--- src/design/assert_macros.svh ---
// assertion macros shared by wsg_shape and wsg_conv
`ifndef ASSERT_MACROS_SVH
`define ASSERT_MACROS_SVH

// same-cycle implication
`define ASSERT_IMPL(label, clk, rst_n, ante, cons, msg) \
    label: assert property (@(posedge clk) disable iff (!rst_n) (ante) |-> (cons)) \
        else $error(msg);

// next-cycle implication
`define ASSERT_NEXT(label, clk, rst_n, ante, cons, msg) \
    label: assert property (@(posedge clk) disable iff (!rst_n) (ante) |=> (cons)) \
        else $error(msg);

`endif

--- src/design/wsg_pkg.sv ---
// shared types, constants and sine table of the waveform sample generator
`timescale 1ns / 1ps
package wsg_pkg;

    localparam int PERIOD_SAMPLES      = 256;
    localparam int REFERENCE_MV_DEF    = 3300;
    localparam int FULL_SCALE_CODE_DEF = 4095;

    localparam int PHASE_W = 8;
    localparam int MODE_W  = 2;
    localparam int AMP_W   = 12;
    localparam int DUTY_W  = 7;
    localparam int CODE_W  = 12;
    localparam int ADDR_W  = 4;
    localparam int DATA_W  = 32;

    localparam int SINE_W     = 12;
    localparam int SINE_MID   = 2048;
    localparam int SINE_SHIFT = 11;
    localparam int PROD_W     = 26;
    localparam int TERM_W     = 13;
    localparam int MV_W       = 14;

    localparam int TRI_W       = 20;
    localparam int TRI_DIV     = PERIOD_SAMPLES / 2 - 1;
    localparam int TRI_SHIFT   = 20;
    localparam int TRI_RECIP   = (1 << TRI_SHIFT) / TRI_DIV;
    localparam int TRI_RECIP_W = 14;
    localparam int TRI_Q_W     = 13;

    localparam int DUTY_MAX   = 100;
    localparam int DUTY_ROUND = 50;
    localparam int SQ_W       = DUTY_W + PHASE_W;

    typedef enum logic [MODE_W-1:0] {
        MODE_DC       = 2'd0,
        MODE_SINE     = 2'd1,
        MODE_TRIANGLE = 2'd2,
        MODE_SQUARE   = 2'd3
    } t_wave_mode;

    typedef enum logic [1:0] {
        REG_WAVE_MODE = 2'd0,
        REG_AMPLITUDE = 2'd1,
        REG_OFFSET    = 2'd2,
        REG_DUTY      = 2'd3
    } t_reg_idx;

    localparam t_wave_mode      RST_MODE = MODE_SINE;
    localparam logic [AMP_W-1:0]  RST_AMP  = 12'd1000;
    localparam logic [AMP_W-1:0]  RST_OFF  = 12'd1650;
    localparam logic [DUTY_W-1:0] RST_DUTY = 7'd50;

    typedef struct packed {
        t_wave_mode         mode;
        logic [AMP_W-1:0]   amp;
        logic [AMP_W-1:0]   off;
        logic [DUTY_W-1:0]  duty;
    } t_cfg;

    localparam logic [SINE_W-1:0] SINE_TAB [PERIOD_SAMPLES] = '{
        12'd2048, 12'd2098, 12'd2148, 12'd2198, 12'd2248, 12'd2298, 12'd2348, 12'd2398,
        12'd2447, 12'd2496, 12'd2545, 12'd2594, 12'd2642, 12'd2690, 12'd2737, 12'd2784,
        12'd2831, 12'd2877, 12'd2923, 12'd2968, 12'd3013, 12'd3057, 12'd3100, 12'd3143,
        12'd3185, 12'd3226, 12'd3267, 12'd3307, 12'd3346, 12'd3385, 12'd3423, 12'd3459,
        12'd3495, 12'd3530, 12'd3565, 12'd3598, 12'd3630, 12'd3662, 12'd3692, 12'd3722,
        12'd3750, 12'd3777, 12'd3804, 12'd3829, 12'd3853, 12'd3876, 12'd3898, 12'd3919,
        12'd3939, 12'd3958, 12'd3975, 12'd3992, 12'd4007, 12'd4021, 12'd4034, 12'd4045,
        12'd4056, 12'd4065, 12'd4073, 12'd4080, 12'd4085, 12'd4089, 12'd4093, 12'd4094,
        12'd4095, 12'd4094, 12'd4093, 12'd4089, 12'd4085, 12'd4080, 12'd4073, 12'd4065,
        12'd4056, 12'd4045, 12'd4034, 12'd4021, 12'd4007, 12'd3992, 12'd3975, 12'd3958,
        12'd3939, 12'd3919, 12'd3898, 12'd3876, 12'd3853, 12'd3829, 12'd3804, 12'd3777,
        12'd3750, 12'd3722, 12'd3692, 12'd3662, 12'd3630, 12'd3598, 12'd3565, 12'd3530,
        12'd3495, 12'd3459, 12'd3423, 12'd3385, 12'd3346, 12'd3307, 12'd3267, 12'd3226,
        12'd3185, 12'd3143, 12'd3100, 12'd3057, 12'd3013, 12'd2968, 12'd2923, 12'd2877,
        12'd2831, 12'd2784, 12'd2737, 12'd2690, 12'd2642, 12'd2594, 12'd2545, 12'd2496,
        12'd2447, 12'd2398, 12'd2348, 12'd2298, 12'd2248, 12'd2198, 12'd2148, 12'd2098,
        12'd2048, 12'd1997, 12'd1947, 12'd1897, 12'd1847, 12'd1797, 12'd1747, 12'd1697,
        12'd1648, 12'd1599, 12'd1550, 12'd1501, 12'd1453, 12'd1405, 12'd1358, 12'd1311,
        12'd1264, 12'd1218, 12'd1172, 12'd1127, 12'd1082, 12'd1038, 12'd995,  12'd952,
        12'd910,  12'd869,  12'd828,  12'd788,  12'd749,  12'd710,  12'd672,  12'd636,
        12'd600,  12'd565,  12'd530,  12'd497,  12'd465,  12'd433,  12'd403,  12'd373,
        12'd345,  12'd318,  12'd291,  12'd266,  12'd242,  12'd219,  12'd197,  12'd176,
        12'd156,  12'd137,  12'd120,  12'd103,  12'd88,   12'd74,   12'd61,   12'd50,
        12'd39,   12'd30,   12'd22,   12'd15,   12'd10,   12'd6,    12'd2,    12'd1,
        12'd0,    12'd1,    12'd2,    12'd6,    12'd10,   12'd15,   12'd22,   12'd30,
        12'd39,   12'd50,   12'd61,   12'd74,   12'd88,   12'd103,  12'd120,  12'd137,
        12'd156,  12'd176,  12'd197,  12'd219,  12'd242,  12'd266,  12'd291,  12'd318,
        12'd345,  12'd373,  12'd403,  12'd433,  12'd465,  12'd497,  12'd530,  12'd565,
        12'd600,  12'd636,  12'd672,  12'd710,  12'd749,  12'd788,  12'd828,  12'd869,
        12'd910,  12'd952,  12'd995,  12'd1038, 12'd1082, 12'd1127, 12'd1172, 12'd1218,
        12'd1264, 12'd1311, 12'd1358, 12'd1405, 12'd1453, 12'd1501, 12'd1550, 12'd1599,
        12'd1648, 12'd1697, 12'd1747, 12'd1797, 12'd1847, 12'd1897, 12'd1947, 12'd1997
    };

endpackage

--- src/design/waveform_sample_generator.sv ---
// top level of the waveform sample generator
`timescale 1ns / 1ps
// One phase index is taken on every clock where start is high and busy is low, and
// its DAC code appears on o_sample_code with o_clipped, marked by o_done for one cycle.
// One transfer is taken per clock while busy is low; the path is a fixed pipeline
// (sine memory read, a multiplier shared by the sine and triangle modes, level and
// saturation stages, then a four-stage reciprocal divider for the code conversion).
// After reset busy stays high while the sine table memory is loaded; registers may
// be written meanwhile. Results cannot be held off, so the receiver must take every
// o_done transfer in its cycle. Write registers only while no transfer is in flight.
module waveform_sample_generator import wsg_pkg::*; #(
    parameter int REFERENCE_MV    = REFERENCE_MV_DEF,
    parameter int FULL_SCALE_CODE = FULL_SCALE_CODE_DEF
) (
    input  logic               i_clk,
    input  logic               i_rst_n,
    input  logic               start,
    output logic               busy,
    input  logic [PHASE_W-1:0] i_phase_index,
    output logic               o_done,
    output logic [CODE_W-1:0]  o_sample_code,
    output logic               o_clipped,
    input  logic               psel,
    input  logic               penable,
    input  logic               pwrite,
    input  logic [ADDR_W-1:0]  paddr,
    input  logic [DATA_W-1:0]  pwdata,
    output logic [DATA_W-1:0]  prdata,
    output logic               pready
);

    localparam int MVC_W = $clog2(REFERENCE_MV + 1);

    t_cfg             w_cfg;
    logic             w_lvl_vld;
    logic [MVC_W-1:0] w_lvl_mv;
    logic             w_lvl_clip;

    wsg_cfg u_cfg (
        .i_clk   (i_clk),
        .i_rst_n (i_rst_n),
        .psel    (psel),
        .penable (penable),
        .pwrite  (pwrite),
        .paddr   (paddr),
        .pwdata  (pwdata),
        .prdata  (prdata),
        .pready  (pready),
        .o_cfg   (w_cfg)
    );

    wsg_shape #(
        .REFERENCE_MV (REFERENCE_MV)
    ) u_shape (
        .i_clk   (i_clk),
        .i_rst_n (i_rst_n),
        .i_start (start),
        .o_busy  (busy),
        .i_phase (i_phase_index),
        .i_cfg   (w_cfg),
        .o_vld   (w_lvl_vld),
        .o_mv    (w_lvl_mv),
        .o_clip  (w_lvl_clip)
    );

    wsg_conv #(
        .REFERENCE_MV    (REFERENCE_MV),
        .FULL_SCALE_CODE (FULL_SCALE_CODE)
    ) u_conv (
        .i_clk   (i_clk),
        .i_rst_n (i_rst_n),
        .i_vld   (w_lvl_vld),
        .i_mv    (w_lvl_mv),
        .i_clip  (w_lvl_clip),
        .o_vld   (o_done),
        .o_code  (o_sample_code),
        .o_clip  (o_clipped)
    );

endmodule

--- src/design/wsg_ram.sv ---
// generic single-port-write ram with registered read
`timescale 1ns / 1ps
module wsg_ram #(
    parameter int WIDTH = 12,
    parameter int DEPTH = 256,
    localparam int AW   = $clog2(DEPTH)
) (
    input  logic             i_clk,
    input  logic             i_we,
    input  logic [AW-1:0]    i_waddr,
    input  logic [WIDTH-1:0] i_wdata,
    input  logic             i_re,
    input  logic [AW-1:0]    i_raddr,
    output logic [WIDTH-1:0] o_rdata
);

    logic [WIDTH-1:0] r_mem [DEPTH];
    logic [WIDTH-1:0] r_rdata;

    always_ff @(posedge i_clk) begin
        if (i_we) begin
            r_mem[i_waddr] <= i_wdata;
        end
        if (i_re) begin
            r_rdata <= r_mem[i_raddr];
        end
    end

    assign o_rdata = r_rdata;

endmodule

--- src/design/wsg_cfg.sv ---
// apb configuration registers
`timescale 1ns / 1ps
module wsg_cfg import wsg_pkg::*; (
    input  logic              i_clk,
    input  logic              i_rst_n,
    input  logic              psel,
    input  logic              penable,
    input  logic              pwrite,
    input  logic [ADDR_W-1:0] paddr,
    input  logic [DATA_W-1:0] pwdata,
    output logic [DATA_W-1:0] prdata,
    output logic              pready,
    output t_cfg              o_cfg
);

    t_cfg     r_cfg;
    t_cfg     n_cfg;
    t_reg_idx w_idx;
    logic     w_wr;

    assign w_idx  = t_reg_idx'(paddr[ADDR_W-1:2]);
    assign w_wr   = psel & penable & pwrite;
    assign pready = 1'b1;

    always_comb begin
        n_cfg = r_cfg;
        if (w_wr) begin
            unique case (w_idx)
                REG_WAVE_MODE: n_cfg.mode = t_wave_mode'(pwdata[MODE_W-1:0]);
                REG_AMPLITUDE: n_cfg.amp  = pwdata[AMP_W-1:0];
                REG_OFFSET:    n_cfg.off  = pwdata[AMP_W-1:0];
                REG_DUTY:      n_cfg.duty = pwdata[DUTY_W-1:0];
                default:       n_cfg      = r_cfg;
            endcase
        end
    end

    always_ff @(posedge i_clk) begin
        if (!i_rst_n) begin
            r_cfg.mode <= RST_MODE;
            r_cfg.amp  <= RST_AMP;
            r_cfg.off  <= RST_OFF;
            r_cfg.duty <= RST_DUTY;
        end else begin
            r_cfg <= n_cfg;
        end
    end

    always_comb begin
        unique case (w_idx)
            REG_WAVE_MODE: prdata = DATA_W'(r_cfg.mode);
            REG_AMPLITUDE: prdata = DATA_W'(r_cfg.amp);
            REG_OFFSET:    prdata = DATA_W'(r_cfg.off);
            REG_DUTY:      prdata = DATA_W'(r_cfg.duty);
            default:       prdata = '0;
        endcase
    end

    assign o_cfg = r_cfg;

endmodule

--- src/design/wsg_shape.sv ---
// sine table memory with load sequencer and millivolt level pipeline
`timescale 1ns / 1ps
`include "assert_macros.svh"
module wsg_shape import wsg_pkg::*; #(
    parameter int REFERENCE_MV = REFERENCE_MV_DEF,
    localparam int MVC_W       = $clog2(REFERENCE_MV + 1)
) (
    input  logic               i_clk,
    input  logic               i_rst_n,
    input  logic               i_start,
    output logic               o_busy,
    input  logic [PHASE_W-1:0] i_phase,
    input  t_cfg               i_cfg,
    output logic               o_vld,
    output logic [MVC_W-1:0]   o_mv,
    output logic               o_clip
);

    // table load sequencer
    logic [PHASE_W:0]   r_fill_idx;
    logic               w_filling;
    logic               w_accept;
    logic [SINE_W-1:0]  w_sine;

    assign w_filling = !r_fill_idx[PHASE_W];
    assign w_accept  = i_start & !w_filling;
    assign o_busy    = w_filling;

    always_ff @(posedge i_clk) begin
        if (!i_rst_n) begin
            r_fill_idx <= '0;
        end else if (w_filling) begin
            r_fill_idx <= r_fill_idx + 1'b1;
        end
    end

    wsg_ram #(
        .WIDTH (SINE_W),
        .DEPTH (PERIOD_SAMPLES)
    ) u_sine_ram (
        .i_clk   (i_clk),
        .i_we    (w_filling),
        .i_waddr (r_fill_idx[PHASE_W-1:0]),
        .i_wdata (SINE_TAB[r_fill_idx[PHASE_W-1:0]]),
        .i_re    (w_accept),
        .i_raddr (i_phase),
        .o_rdata (w_sine)
    );

    // stage a: table word available
    logic               r_a_vld;
    logic [PHASE_W-1:0] r_a_phase;
    logic signed [SINE_W:0]   w_opnd;
    logic signed [SINE_W:0]   w_amp_s;
    logic signed [PROD_W-1:0] w_prod;
    logic [DUTY_W-1:0]  w_duty;
    logic [PHASE_W:0]   w_phase1;
    logic [SQ_W-1:0]    w_sq_lhs;
    logic [SQ_W-1:0]    w_sq_rhs;

    always_ff @(posedge i_clk) begin
        if (!i_rst_n) begin
            r_a_vld <= 1'b0;
        end else begin
            r_a_vld <= w_accept;
        end
    end

    always_ff @(posedge i_clk) begin
        if (w_accept) begin
            r_a_phase <= i_phase;
        end
    end

    always_comb begin
        w_amp_s = $signed({1'b0, i_cfg.amp});
        if (i_cfg.mode == MODE_SINE) begin
            w_opnd = $signed({1'b0, w_sine}) - $signed((SINE_W + 1)'(SINE_MID));
        end else begin
            w_opnd = $signed({{(SINE_W - PHASE_W + 1){1'b0}},
                              r_a_phase[PHASE_W-2:0], 1'b0});
        end
        w_prod   = w_opnd * w_amp_s;
        w_duty   = (i_cfg.duty > DUTY_W'(DUTY_MAX)) ? DUTY_W'(DUTY_MAX) : i_cfg.duty;
        w_phase1 = {1'b0, r_a_phase} + 1'b1;
        w_sq_lhs = SQ_W'(SQ_W'(w_phase1) * SQ_W'(DUTY_MAX));
        w_sq_rhs = {w_duty, {PHASE_W{1'b0}}} + SQ_W'(DUTY_ROUND);
    end

    // stage b: product registered
    logic                     r_b_vld;
    logic signed [PROD_W-1:0] r_b_prod;
    logic                     r_b_upper;
    logic                     r_b_sq_hi;
    logic signed [PROD_W-1:0] w_sine_adj;
    logic signed [TERM_W-1:0] w_sine_s;
    logic [TRI_W-1:0]         w_tri_p;
    logic [TRI_W+TRI_RECIP_W-1:0] w_tri_m;

    always_ff @(posedge i_clk) begin
        if (!i_rst_n) begin
            r_b_vld <= 1'b0;
        end else begin
            r_b_vld <= r_a_vld;
        end
    end

    always_ff @(posedge i_clk) begin
        r_b_prod  <= w_prod;
        r_b_upper <= r_a_phase[PHASE_W-1];
        r_b_sq_hi <= (w_sq_lhs <= w_sq_rhs);
    end

    always_comb begin
        // truncate toward zero
        w_sine_adj = r_b_prod + (r_b_prod[PROD_W-1] ? PROD_W'(SINE_MID - 1) : PROD_W'(0));
        w_sine_s   = TERM_W'(w_sine_adj >>> SINE_SHIFT);
        w_tri_p    = r_b_prod[TRI_W-1:0];
        w_tri_m    = (TRI_W + TRI_RECIP_W)'(w_tri_p) * (TRI_W + TRI_RECIP_W)'(TRI_RECIP);
    end

    // stage c: scaled values
    logic                     r_c_vld;
    logic signed [TERM_W-1:0] r_c_sine;
    logic [TRI_W-1:0]         r_c_tri_p;
    logic [TRI_Q_W-1:0]       r_c_tri_q0;
    logic                     r_c_upper;
    logic                     r_c_sq_hi;
    logic [TRI_W-1:0]         w_tri_back;
    logic [TRI_W-1:0]         w_tri_rem;
    logic [TRI_Q_W-1:0]       w_tri_q;
    logic signed [MV_W-1:0]   w_amp_m;
    logic signed [MV_W-1:0]   w_tri_qs;
    logic signed [TERM_W-1:0] w_term;

    always_ff @(posedge i_clk) begin
        if (!i_rst_n) begin
            r_c_vld <= 1'b0;
        end else begin
            r_c_vld <= r_b_vld;
        end
    end

    always_ff @(posedge i_clk) begin
        r_c_sine   <= w_sine_s;
        r_c_tri_p  <= w_tri_p;
        r_c_tri_q0 <= w_tri_m[TRI_SHIFT +: TRI_Q_W];
        r_c_upper  <= r_b_upper;
        r_c_sq_hi  <= r_b_sq_hi;
    end

    always_comb begin
        w_tri_back = TRI_W'(TRI_W'(r_c_tri_q0) * TRI_W'(TRI_DIV));
        w_tri_rem  = r_c_tri_p - w_tri_back;
        w_tri_q    = r_c_tri_q0 + TRI_Q_W'(w_tri_rem >= TRI_W'(TRI_DIV));
        w_amp_m    = $signed(MV_W'(i_cfg.amp));
        w_tri_qs   = $signed(MV_W'(w_tri_q));
        case (i_cfg.mode)
            MODE_DC:       w_term = '0;
            MODE_SINE:     w_term = r_c_sine;
            MODE_TRIANGLE: w_term = r_c_upper ? TERM_W'(w_amp_m - w_tri_qs)
                                              : TERM_W'(w_tri_qs - w_amp_m);
            MODE_SQUARE:   w_term = r_c_sq_hi ? TERM_W'(w_amp_m) : TERM_W'(-w_amp_m);
            default:       w_term = '0;
        endcase
    end

    // stage d: level term
    logic                     r_d_vld;
    logic signed [TERM_W-1:0] r_d_term;
    logic signed [MV_W-1:0]   w_mv;
    logic [MVC_W-1:0]         w_mv_sat;
    logic                     w_clip;

    always_ff @(posedge i_clk) begin
        if (!i_rst_n) begin
            r_d_vld <= 1'b0;
        end else begin
            r_d_vld <= r_c_vld;
        end
    end

    always_ff @(posedge i_clk) begin
        r_d_term <= w_term;
    end

    always_comb begin
        w_mv = $signed(MV_W'(i_cfg.off)) + MV_W'(r_d_term);
        if (w_mv < 0) begin
            w_mv_sat = '0;
            w_clip   = 1'b1;
        end else if (w_mv > $signed(MV_W'(REFERENCE_MV))) begin
            w_mv_sat = MVC_W'(REFERENCE_MV);
            w_clip   = 1'b1;
        end else begin
            w_mv_sat = MVC_W'(w_mv);
            w_clip   = 1'b0;
        end
    end

    // stage e: saturated level
    logic             r_e_vld;
    logic [MVC_W-1:0] r_e_mv;
    logic             r_e_clip;

    always_ff @(posedge i_clk) begin
        if (!i_rst_n) begin
            r_e_vld <= 1'b0;
        end else begin
            r_e_vld <= r_d_vld;
        end
    end

    always_ff @(posedge i_clk) begin
        r_e_mv   <= w_mv_sat;
        r_e_clip <= w_clip;
    end

    assign o_vld  = r_e_vld;
    assign o_mv   = r_e_mv;
    assign o_clip = r_e_clip;

    `ASSERT_NEXT(a_no_issue_during_load, i_clk, i_rst_n, w_filling, !r_a_vld, "item issued during table load")
    `ASSERT_IMPL(a_clip_at_rail, i_clk, i_rst_n, r_e_vld && r_e_clip, r_e_mv == '0 || r_e_mv == MVC_W'(REFERENCE_MV), "clipped level not at a rail")

endmodule

--- src/design/wsg_conv.sv ---
// millivolt to dac code conversion with rounding
`timescale 1ns / 1ps
`include "assert_macros.svh"
module wsg_conv import wsg_pkg::*; #(
    parameter int REFERENCE_MV    = REFERENCE_MV_DEF,
    parameter int FULL_SCALE_CODE = FULL_SCALE_CODE_DEF,
    localparam int MVC_W          = $clog2(REFERENCE_MV + 1)
) (
    input  logic              i_clk,
    input  logic              i_rst_n,
    input  logic              i_vld,
    input  logic [MVC_W-1:0]  i_mv,
    input  logic              i_clip,
    output logic              o_vld,
    output logic [CODE_W-1:0] o_code,
    output logic              o_clip
);

    localparam int X_W      = $clog2(REFERENCE_MV * FULL_SCALE_CODE + REFERENCE_MV / 2 + 1);
    localparam int SHIFT    = X_W + 1;
    localparam longint RECIP = (longint'(1) << SHIFT) / REFERENCE_MV;
    localparam int M_W      = $clog2(RECIP + 1);
    localparam int XL_W     = X_W / 2;
    localparam int XH_W     = X_W - XL_W;
    localparam int PL_W     = XL_W + M_W;
    localparam int PH_W     = XH_W + M_W;
    localparam int Q_W      = $clog2(FULL_SCALE_CODE + 1) + 1;
    localparam int SUM_A    = X_W + M_W + 1;
    localparam int SUM_W    = (SUM_A > SHIFT + Q_W) ? SUM_A : SHIFT + Q_W;

    // stage 1: scaled numerator
    logic           r1_vld;
    logic [X_W-1:0] r1_x;
    logic           r1_clip;

    always_ff @(posedge i_clk) begin
        if (!i_rst_n) begin
            r1_vld <= 1'b0;
        end else begin
            r1_vld <= i_vld;
        end
    end

    always_ff @(posedge i_clk) begin
        r1_x    <= X_W'(X_W'(i_mv) * X_W'(FULL_SCALE_CODE)) + X_W'(REFERENCE_MV / 2);
        r1_clip <= i_clip;
    end

    // stage 2: reciprocal partial products
    logic            r2_vld;
    logic [PL_W-1:0] r2_pl;
    logic [PH_W-1:0] r2_ph;
    logic [X_W-1:0]  r2_x;
    logic            r2_clip;

    always_ff @(posedge i_clk) begin
        if (!i_rst_n) begin
            r2_vld <= 1'b0;
        end else begin
            r2_vld <= r1_vld;
        end
    end

    always_ff @(posedge i_clk) begin
        r2_pl   <= PL_W'(r1_x[XL_W-1:0]) * PL_W'(RECIP);
        r2_ph   <= PH_W'(r1_x[X_W-1:XL_W]) * PH_W'(RECIP);
        r2_x    <= r1_x;
        r2_clip <= r1_clip;
    end

    // stage 3: quotient estimate
    logic             r3_vld;
    logic [Q_W-1:0]   r3_q0;
    logic [X_W-1:0]   r3_x;
    logic             r3_clip;
    logic [SUM_W-1:0] w_sum;

    assign w_sum = (SUM_W'(r2_ph) << XL_W) + SUM_W'(r2_pl);

    always_ff @(posedge i_clk) begin
        if (!i_rst_n) begin
            r3_vld <= 1'b0;
        end else begin
            r3_vld <= r2_vld;
        end
    end

    always_ff @(posedge i_clk) begin
        r3_q0   <= w_sum[SHIFT +: Q_W];
        r3_x    <= r2_x;
        r3_clip <= r2_clip;
    end

    // stage 4: one-step correction
    logic              r4_vld;
    logic [CODE_W-1:0] r4_code;
    logic              r4_clip;
    logic [X_W-1:0]    w_back;
    logic [X_W-1:0]    w_rem;
    logic [Q_W-1:0]    w_q;

    always_comb begin
        w_back = X_W'(X_W'(r3_q0) * X_W'(REFERENCE_MV));
        w_rem  = r3_x - w_back;
        w_q    = r3_q0 + Q_W'(w_rem >= X_W'(REFERENCE_MV));
    end

    always_ff @(posedge i_clk) begin
        if (!i_rst_n) begin
            r4_vld <= 1'b0;
        end else begin
            r4_vld <= r3_vld;
        end
    end

    always_ff @(posedge i_clk) begin
        r4_code <= CODE_W'(w_q);
        r4_clip <= r3_clip;
    end

    assign o_vld  = r4_vld;
    assign o_code = r4_code;
    assign o_clip = r4_clip;

    `ASSERT_IMPL(a_rem_in_range, i_clk, i_rst_n, r3_vld, w_rem < X_W'(2 * REFERENCE_MV), "quotient estimate off by more than one")
    `ASSERT_IMPL(a_no_extra, i_clk, i_rst_n, r4_vld, $past(i_vld, 4), "invented transfer")
    `ASSERT_IMPL(a_no_loss, i_clk, i_rst_n, i_vld, ##4 r4_vld, "lost transfer")

endmodule

--- config.mk ---
export PLATFORM = sky130hd
export DESIGN_NAME = waveform_sample_generator
export DESIGN_NICKNAME = d
export VERILOG_FILES = /design/src/design/wsg_pkg.sv /design/src/design/waveform_sample_generator.sv /design/src/design/wsg_ram.sv /design/src/design/wsg_cfg.sv /design/src/design/wsg_shape.sv /design/src/design/wsg_conv.sv
export VERILOG_INCLUDE_DIRS = /design/src /design/src/design
export SDC_FILE = /design/constraint.sdc
export NUM_CORES = 2
export LEC_CHECK = 0
export ABC_AREA = 1
export BUFFER_PORTS_ARGS = -buffer_cell sky130_fd_sc_hd__buf_2
export CAP_MARGIN = 20
export CORE_AREA = 2 2 597 599
export DETAILED_ROUTE_END_ITERATION = 12
export DIE_AREA = 0 0 599 601
export GPL_ROUTABILITY_DRIVEN = 0
export PLACE_DENSITY = 0.69
export SKIP_CTS_REPAIR_TIMING = 1
export SLEW_MARGIN = 15
export SYNTH_ARGS = -nofsm -noshare
export SYNTH_HDL_FRONTEND = slang
export SYNTH_SLANG_ARGS = --single-unit
--- constraint.sdc ---
create_clock -name i_clk -period 24.2 [get_ports i_clk]
set_input_delay 1.21 -clock i_clk [delete_from_list [all_inputs] [get_ports i_clk]]
set_output_delay 1.21 -clock i_clk [all_outputs]
set_load 0.02 [all_outputs]
=== Yosys cells after proc, flatten, opt, wreduce, memory -nomap -nowiden ===
Memory sizes are Yosys's and may differ from the RTL's. A register that Yosys moved wholly into a read port is not among the register bits.
Cells that the tools add are included.

* Register bits after elaboration: 308
* Memory bits (writable): 3072
* ROM bits: 3072
* Output and inout bits: 48
* Memories kept: 2

* Add/sub/neg operators: 15
* Multiply operators: 8
* $lt $le $gt $ge: 7
* Equality and inequality tests: 6
* Mux-type cells: 13
* Bitwise operators: 4
* Reductions and logical operators: 8

{| class="wikitable"
|+ Memory list
! name !! words !! bits a word !! read ports !! clocked after memory_dff !! wr ports !! RTL line !! RTL
|-
| (no name shown) || 256 || 12 || 1 || 0 || 0 || wsg_shape.sv:44 || <nowiki>.i_wdata (SINE_TAB[r_fill_idx[PHASE_W-1:0]]),</nowiki>
|-
| u_shape.u_sine_ram.r_mem || 256 || 12 || 1 || 1 || 1 || wsg_ram.sv:17 || <nowiki>logic [WIDTH-1:0] r_mem [DEPTH];</nowiki>
|}

{| class="wikitable"
|+ Operator list
! cell !! number
|-
| 32-bit one-hot mux with 4 select lines || 1
|-
| 13-bit one-hot mux with 4 select lines || 1
|-
| 12-bit by 11-bit multiplier with 23-bit output (second input constant) || 2
|-
| 13-bit 2-to-1 mux || 3
|-
| 38-bit by 26-bit adder with 38-bit output || 1
|-
| 12-bit 2-to-1 mux || 3
|-
| 20-bit by 8-bit multiplier with 27-bit output (second input constant) || 1
|-
| 13-bit by 13-bit multiplier with 26-bit output || 1
|-
| 24-bit by 11-bit adder with 24-bit output (second input constant) || 1
|-
| 24-bit adder || 1
|-
| 24-bit by 12-bit greater-or-equal comparator with 1-bit output (second input constant) || 1
|-
| 12-bit by 12-bit multiplier with 24-bit output (second input constant) || 1
|-
| 24-bit subtractor || 1
|-
| 13-bit by 10-bit multiplier with 22-bit output (second input constant) || 1
|-
| 20-bit by 7-bit greater-or-equal comparator with 1-bit output (second input constant) || 1
|-
| 13-bit by 7-bit multiplier with 20-bit output (second input constant) || 1
|-
| 20-bit subtractor || 1
|-
| 15-bit by 6-bit adder with 15-bit output (second input constant) || 1
|-
| 15-bit less-or-equal comparator || 1
|-
| 13-bit by 13-bit adder with 14-bit output || 1
|-
| 14-bit by 13-bit > comparator with 1-bit output (second input constant) || 1
|-
| 14-bit by 1-bit < comparator with 1-bit output (second input constant) || 1
|-
| 13-bit by 1-bit adder with 13-bit output || 1
|-
| 9-bit by 5-bit multiplier with 13-bit output (second input constant) || 1
|-
| other kinds (21) || 32
|}

=== Longest topological paths before layout ===
* Word-level depth: 7
* Depth in mapped cells: 42
* Gate-level depth less buffers: 42

=== Cells and area by module ===
Synthesis repeated with hierarchy kept, for this count alone.

* Cell total of the unflattened synthesis: 15109
* Area total of the unflattened synthesis: 162787.4 um^2

{| class="wikitable"
|+ By module, submodules not included
! module !! times used !! cells each !! area each (um^2) !! sequential area each (um^2)
|-
| wsg_ram || 1 || 10311 || 125001.1 || 92608.8
|-
| wsg_shape || 1 || 2708 || 19693.9 || 2542.4
|-
| wsg_conv || 1 || 1831 || 16400.7 || 2682.6
|-
| wsg_cfg || 1 || 259 || 1691.6 || 660.6
|}

=== Worst setup path after synthesis ===
Ideal clock, no wire load.

* Path type: register to register
* Start: register u_shape.r_fill_idx[1]
* End: memory u_shape.u_sine_ram.r_mem[0][11] (data pin)
* Setup time: 2960 ps
* Data arrival time: 15386 ps
* Required time: 21240 ps
* Path slack: 5855 ps
* Stages on the path, launching flop included: 7
* Path buffers: 0
* Clock period less this slack: 18345 ps
* Cells stage by stage: dfxtp_1 inv_1 ha_1 nand2_1 nor2_1 inv_1 o41ai_1

* Cells in the longest elaborated chain, start to end: 4

{| class="wikitable"
|+ RTL lines
! element !! RTL line !! RTL
|-
| from (decl) || wsg_shape.sv:20 || <nowiki>logic [PHASE_W:0] r_fill_idx;</nowiki>
|-
| from (signal assigned) || wsg_shape.sv:33 || <nowiki>r_fill_idx <= r_fill_idx + 1'b1;</nowiki>
|-
| 8-bit NOT with 9-bit output (implied by the code) || wsg_shape.sv:44 ||
|-
| memory 256 x 12 bit || n/a ||
|-
| 12-bit 2-to-1 mux (implied by the code) (2 in a row) || wsg_shape.sv:44 ||
|-
| net u_shape.u_sine_ram.i_wdata[11] || wsg_ram.sv:11 || <nowiki>input logic [WIDTH-1:0] i_wdata,</nowiki>
|-
| to (decl) || wsg_ram.sv:17 ||
|}

The timed path passes the listed nets, and every way through them passes these cells. The select of a mux whose other input is x is not followed.

=== Worst setup path after layout ===
* Start: register u_shape.r_c_tri_q0[4]
* End: register u_shape.r_d_term[12]

* Cells in the longest elaborated chain, start to end: 7
* Elaborated cells on any way between the ends: 8

{| class="wikitable"
|+ RTL lines
! element !! RTL line !! RTL
|-
| from (decl) || wsg_shape.sv:126 || <nowiki>logic [TRI_Q_W-1:0] r_c_tri_q0;</nowiki>
|-
| from (signal assigned) || wsg_shape.sv:147 || <nowiki>r_c_tri_q0 <= w_tri_m[TRI_SHIFT +: TRI_Q_W];</nowiki>
|-
| 13-bit by 7-bit multiplier with 20-bit output || wsg_shape.sv:153 || <nowiki>w_tri_back = TRI_W'(TRI_W'(r_c_tri_q0) * TRI_W'(TRI_DIV));</nowiki>
|-
| 20-bit subtractor || wsg_shape.sv:154 || <nowiki>w_tri_rem = r_c_tri_p - w_tri_back;</nowiki>
|-
| 20-bit by 7-bit greater-or-equal comparator with 1-bit output || wsg_shape.sv:155 || <nowiki>w_tri_q = r_c_tri_q0 + TRI_Q_W'(w_tri_rem >= TRI_W'(TRI_DIV));</nowiki>
|-
| 13-bit by 1-bit adder with 13-bit output (*) || wsg_shape.sv:155 ||
|-
| 13-bit by 12-bit subtractor with 13-bit output or 12-bit by 13-bit subtractor with 13-bit output (tied branches) || wsg_shape.sv:162, wsg_shape.sv:161 ||
|-
| 13-bit 2-to-1 mux (*) || wsg_shape.sv:161 || <nowiki>MODE_TRIANGLE: w_term = r_c_upper ? TERM_W'(w_amp_m - w_tri_qs)</nowiki>
|-
| 13-bit one-hot mux with 4 select lines (*) || wsg_shape.sv:158 || <nowiki>case (i_cfg.mode)</nowiki>
|-
| net u_shape.w_term[12] || wsg_shape.sv:134 || <nowiki>logic signed [TERM_W-1:0] w_term;</nowiki>
|-
| to (signal assigned) || wsg_shape.sv:184 || <nowiki>r_d_term <= w_term;</nowiki>
|-
| to (decl) || wsg_shape.sv:170 || <nowiki>logic signed [TERM_W-1:0] r_d_term;</nowiki>
|}

Mark *: on every way through the listed nets, which the timed path passes. The rest lies on a longest branch.
A chain may end at the register's enable or synchronous reset.

==> results by stage <==
GRT:
- The global route total overflow is 0.
- The number of antenna violations at the first check in global routing is 13.
- The global-route wire length before repair is 632000 um.
- The global-route total usage across every layer is 22.8%.
- The via count of the first global-routing pass was 105000.
- The largest net degree at the start of global routing is 223.

Hold path:
- The path with the worst hold slack has its endpoint at u_conv.r3_x[21].
- The class of the worst hold path is reg -> reg.
- Counting instances, the worst hold path has a depth of 0.
- The startpoint of the worst hold path is u_conv.r2_x[21].

Timing:
- The worst path uses 30.6% of the clock period.
- Setup repair after global routing left no endpoint under its margin.
- The time the final worst path needs with I/O delays and setup is 7.40 ns.
- Summed over all failing endpoints, the final setup total negative slack is 0 ns.
- The highest clock frequency the design can meet is 0.135 GHz.
- The count of final max-slew check failures is 0.
- The actual transition at the worst max-transition pin is 1.17 ns.
- The total setup violations reported at the end of the flow is 0.
- For the final database, setup skew stands at 0.0755 ns.
- Headroom to the max-slew limit came out at 21.8%.
- The final-report hold violation count is 0.

Outcome:
- The flow ran to the end, and the final reports show no timing, DRC or antenna violations.

Setup path:
- The worst register-to-register path begins at u_shape.r_c_tri_q0[4].
- At the worst endpoint, the arrival time is 8.20 ns.
- The required time of the worst setup path is 25.01 ns.
- Of all nets on the critical path, the largest fanout is 6.
- The cell that appears most often on the critical path is sky130_fd_sc_hd__nand2_1.
- The slowest stage of the critical path is the sky130_fd_sc_hd__fa_1 cell.
- The worst setup path is captured at a flop.
- Measured in cells, the most critical reg-to-reg path has a length of 39.
- STA classifies the critical path startpoint as a flop.
- For flop-to-flop paths, the worst setup slack is 16.80 ns.
- The reg-to-reg endpoint is u_shape.r_d_term[12].
- The largest stage delay on the critical path is 0.59 ns.
- The kind of critical path is reg -> reg.

Cells and area:
- For this run, the post-layout net count is 15100.
- The final standard cell utilization of the core is 49.7%.
- The area of the multi-input gates is 52900 um2.
- The total area of sequential cells is 98500 um2.
- The total of fill cells in the finished design is 30600.
- The synthesis-to-finish area growth is 10.8%.
- The number of standard cells in the layout, taps in and fillers out is 19100.
- The share of layout cells above drive strength 1 is 6.82%.

Synthesis:
- The count of flip-flops with a built-in enable after synthesis is 3092.
- In this run the mean area of a mapped cell was 11.3 um2.
- Among all flip-flop cells after synthesis, the most frequent one is sky130_fd_sc_hd__edfxtp_1.
- Synthesis produced a netlist whose cell count is 14100.
- The number of synthesis warnings is 0.
- Of all flip-flops after synthesis, the portion carrying an async set or reset was 0%.
- Summing the sequential cell areas from Yosys gives 62.1% of the chip area.
- The cell area after technology mapping is 159000 um2.
- The number of flip-flops and latches in the synthesized netlist is 3374.
- The number of distinct library cell variants in the gate-level netlist after synthesis is 61.

Placed design:
- The quantity of I/O buffers inserted on ports is 54.
- The HPWL reported at the end of detailed placement is 246000 um.
- Once placement completed, the tool counted placed cells totaling 18400.

Routing:
- The DRC violation count after routing is 0.
- In the final routed layout, each cell accounts on average for 22.1 um.
- The post-detailed-routing wire length is 421000 um.
- After detailed routing, the number of vias per cell comes to 5.73.
- The final antenna-violating net count is 0.
- The initial detailed-routing violation count is 13500.
- Summing over every cut layer, the via total after detailed routing is 109000.
- The iteration count of the initial detailed-routing pass is 10.

Die:
- 98 I/O pins were placed.
- The floorplan step set the die height to 601 um.
- The initialized floorplan defines 219 standard-cell rows.
- The initial utilization of the core area, before any placement, comes to 44.8%.
- The die is 599 um wide.
- The core area is 354000 um2.
- The die covers 360000 um2.

Run:
- Across the run, the number of max-cap violations was 0.

Clock tree:
- TritonCTS built the clock tree.
- The number of clock buffers inserted by TritonCTS is 345.
- The maximum number of buffers from clock root to sink is 4.
- Clock tree synthesis selected as its root buffer the cell sky130_fd_sc_hd__clkbuf_16.
- The CTS sink count is 3374.
- The number of H-tree levels is 5.
- The register clock-pin slew on the reported worst setup and hold paths is 0.06 ns.
- Clock latency on the worst-skew pair, taken at its later pin, is 0.96 ns.
[synth_stat cells (48+ instances only)]
cell | n | share of area [%]
sky130_fd_sc_hd__o22ai_1 | 760 | 3.0
sky130_fd_sc_hd__a21oi_1 | 272 | 0.86
sky130_fd_sc_hd__o21ai_0 | 1578 | 5.0
sky130_fd_sc_hd__buf_1 | 69 | 0.16
sky130_fd_sc_hd__xnor2_1 | 61 | 0.34
sky130_fd_sc_hd__buf_2 | 108 | 0.34
sky130_fd_sc_hd__o21ai_1 | 138 | 0.44
sky130_fd_sc_hd__dfxtp_1 | 282 | 3.6
sky130_fd_sc_hd__ha_1 | 550 | 4.3
sky130_fd_sc_hd__fa_1 | 429 | 5.4
sky130_fd_sc_hd__nand3_1 | 922 | 2.9
sky130_fd_sc_hd__buf_4 | 61 | 0.29
sky130_fd_sc_hd__xor2_1 | 127 | 0.70
sky130_fd_sc_hd__buf_6 | 48 | 0.34
sky130_fd_sc_hd__inv_1 | 988 | 2.3
sky130_fd_sc_hd__clkbuf_1 | 488 | 1.2
sky130_fd_sc_hd__nand2_1 | 1606 | 3.8
sky130_fd_sc_hd__edfxtp_1 | 3092 | 59
sky130_fd_sc_hd__nor2_1 | 2135 | 5.0
[worst max path at each step]
stage          cells after the start                   from                              end  slack (ns)
2_1_floorplan                      6  u_shape.r_fill_idx[1]  u_shape.u_sine_ram.r_mem[0][11]        5.85
3_3_place_gp                      39  u_shape.r_c_tri_q0[4]             u_shape.r_d_term[12]       16.89
3_5_place_dp                      39  u_shape.r_c_tri_q0[4]             u_shape.r_d_term[12]       16.80
4_1_cts                           39  u_shape.r_c_tri_q0[4]             u_shape.r_d_term[12]       16.81
5_1_grt                           40  u_shape.r_c_tri_q0[4]             u_shape.r_d_term[12]       16.21
6_report                          39  u_shape.r_c_tri_q0[4]             u_shape.r_d_term[12]       16.80
[flip-flops by register name, indices dropped and copies added, names as in the netlist, 13 cells and up]
register,cells
u_cfg.o_cfg,33
u_conv.r1_x,24
u_conv.r2_ph,22
u_conv.r2_x,22
u_conv.r3_q0,13
u_conv.r3_x,22
u_shape.r_b_prod,25
u_shape.r_c_sine,13
u_shape.r_c_tri_p,20
u_shape.r_c_tri_q0,13
u_shape.r_d_term,13
u_shape.u_sine_ram.r_mem,3072
[layout by cell type, fill, tap and decap left out, drive strengths merged, types with 418 or more instances in the layout]
cell type / instances
edfxtp: 3092
fa: 429
nand2: 1606
o22ai: 760
nand3: 922
clkbuf: 429
ha: 550
buf: 418
o21ai: 1716
nor2: 2137
inv: 1017
[per-layer routing]
metal	track usage [%]	share of wire [%]	vias to the layer above
li1	-	-	49500
met1	31.0	40	53300
met2	36.1	46	5594
met3	4.15	9.9	1045
met4	9.30	4.4	10
met5	0	0.016	-
[critical path, delay by kind of cell, from the launching register on]
kind                     cells  cell delay [ns]
adder cells (fa/ha/maj)      7             3.13
AND/OR/NAND/NOR             22             2.29
AO/OA/AOI/OAI                3             0.64
flip-flops                   1             0.55
buffers and inverters        6             0.45
XOR/XNOR                     1             0.28
[metrics by stage]
| step | area (um2) | setup slack (ns) | hold WS [ns] |
|---|---|---|---|
| finish | 176000 | 16.80 | 0.313 |
| global route | 176000 | 16.21 | 0.329 |
| CTS | 175000 | 16.81 | 0.300 |
| detailed placement | 164000 | 16.80 | 0.312 |
| global placement | 164000 | 16.89 | 0.312 |
| floorplan | 159000 | 5.85 | 0.310 |
[logic make-up (layout without fill, tap and decap cells)]
family,count (synthesis),in the layout,synth area share (%)
simple gates,4787,4787,12.2
compound gates,2934,2934,10.2
xor+xnor,189,189,1.05
other cells,2,28,0.00473
flops,3374,3374,62.1
fa+ha+maj,979,979,9.75
buf+inv,1805,2050,4.76
mux,1,1,0.00631
[layout make-up]
type,count,area share (%)
sequential,3374,56.0
multi-input combinational,8911,30.1
clock buffer,428,5.13
tap,4751,3.38
inverter,1003,2.17
timing repair buffer,419,1.89
clock inverter,200,1.32
antenna,7,0.00996
Power is not shown: default switching activity piles up to over one toggle a cycle in this logic, so the estimate is an artifact.
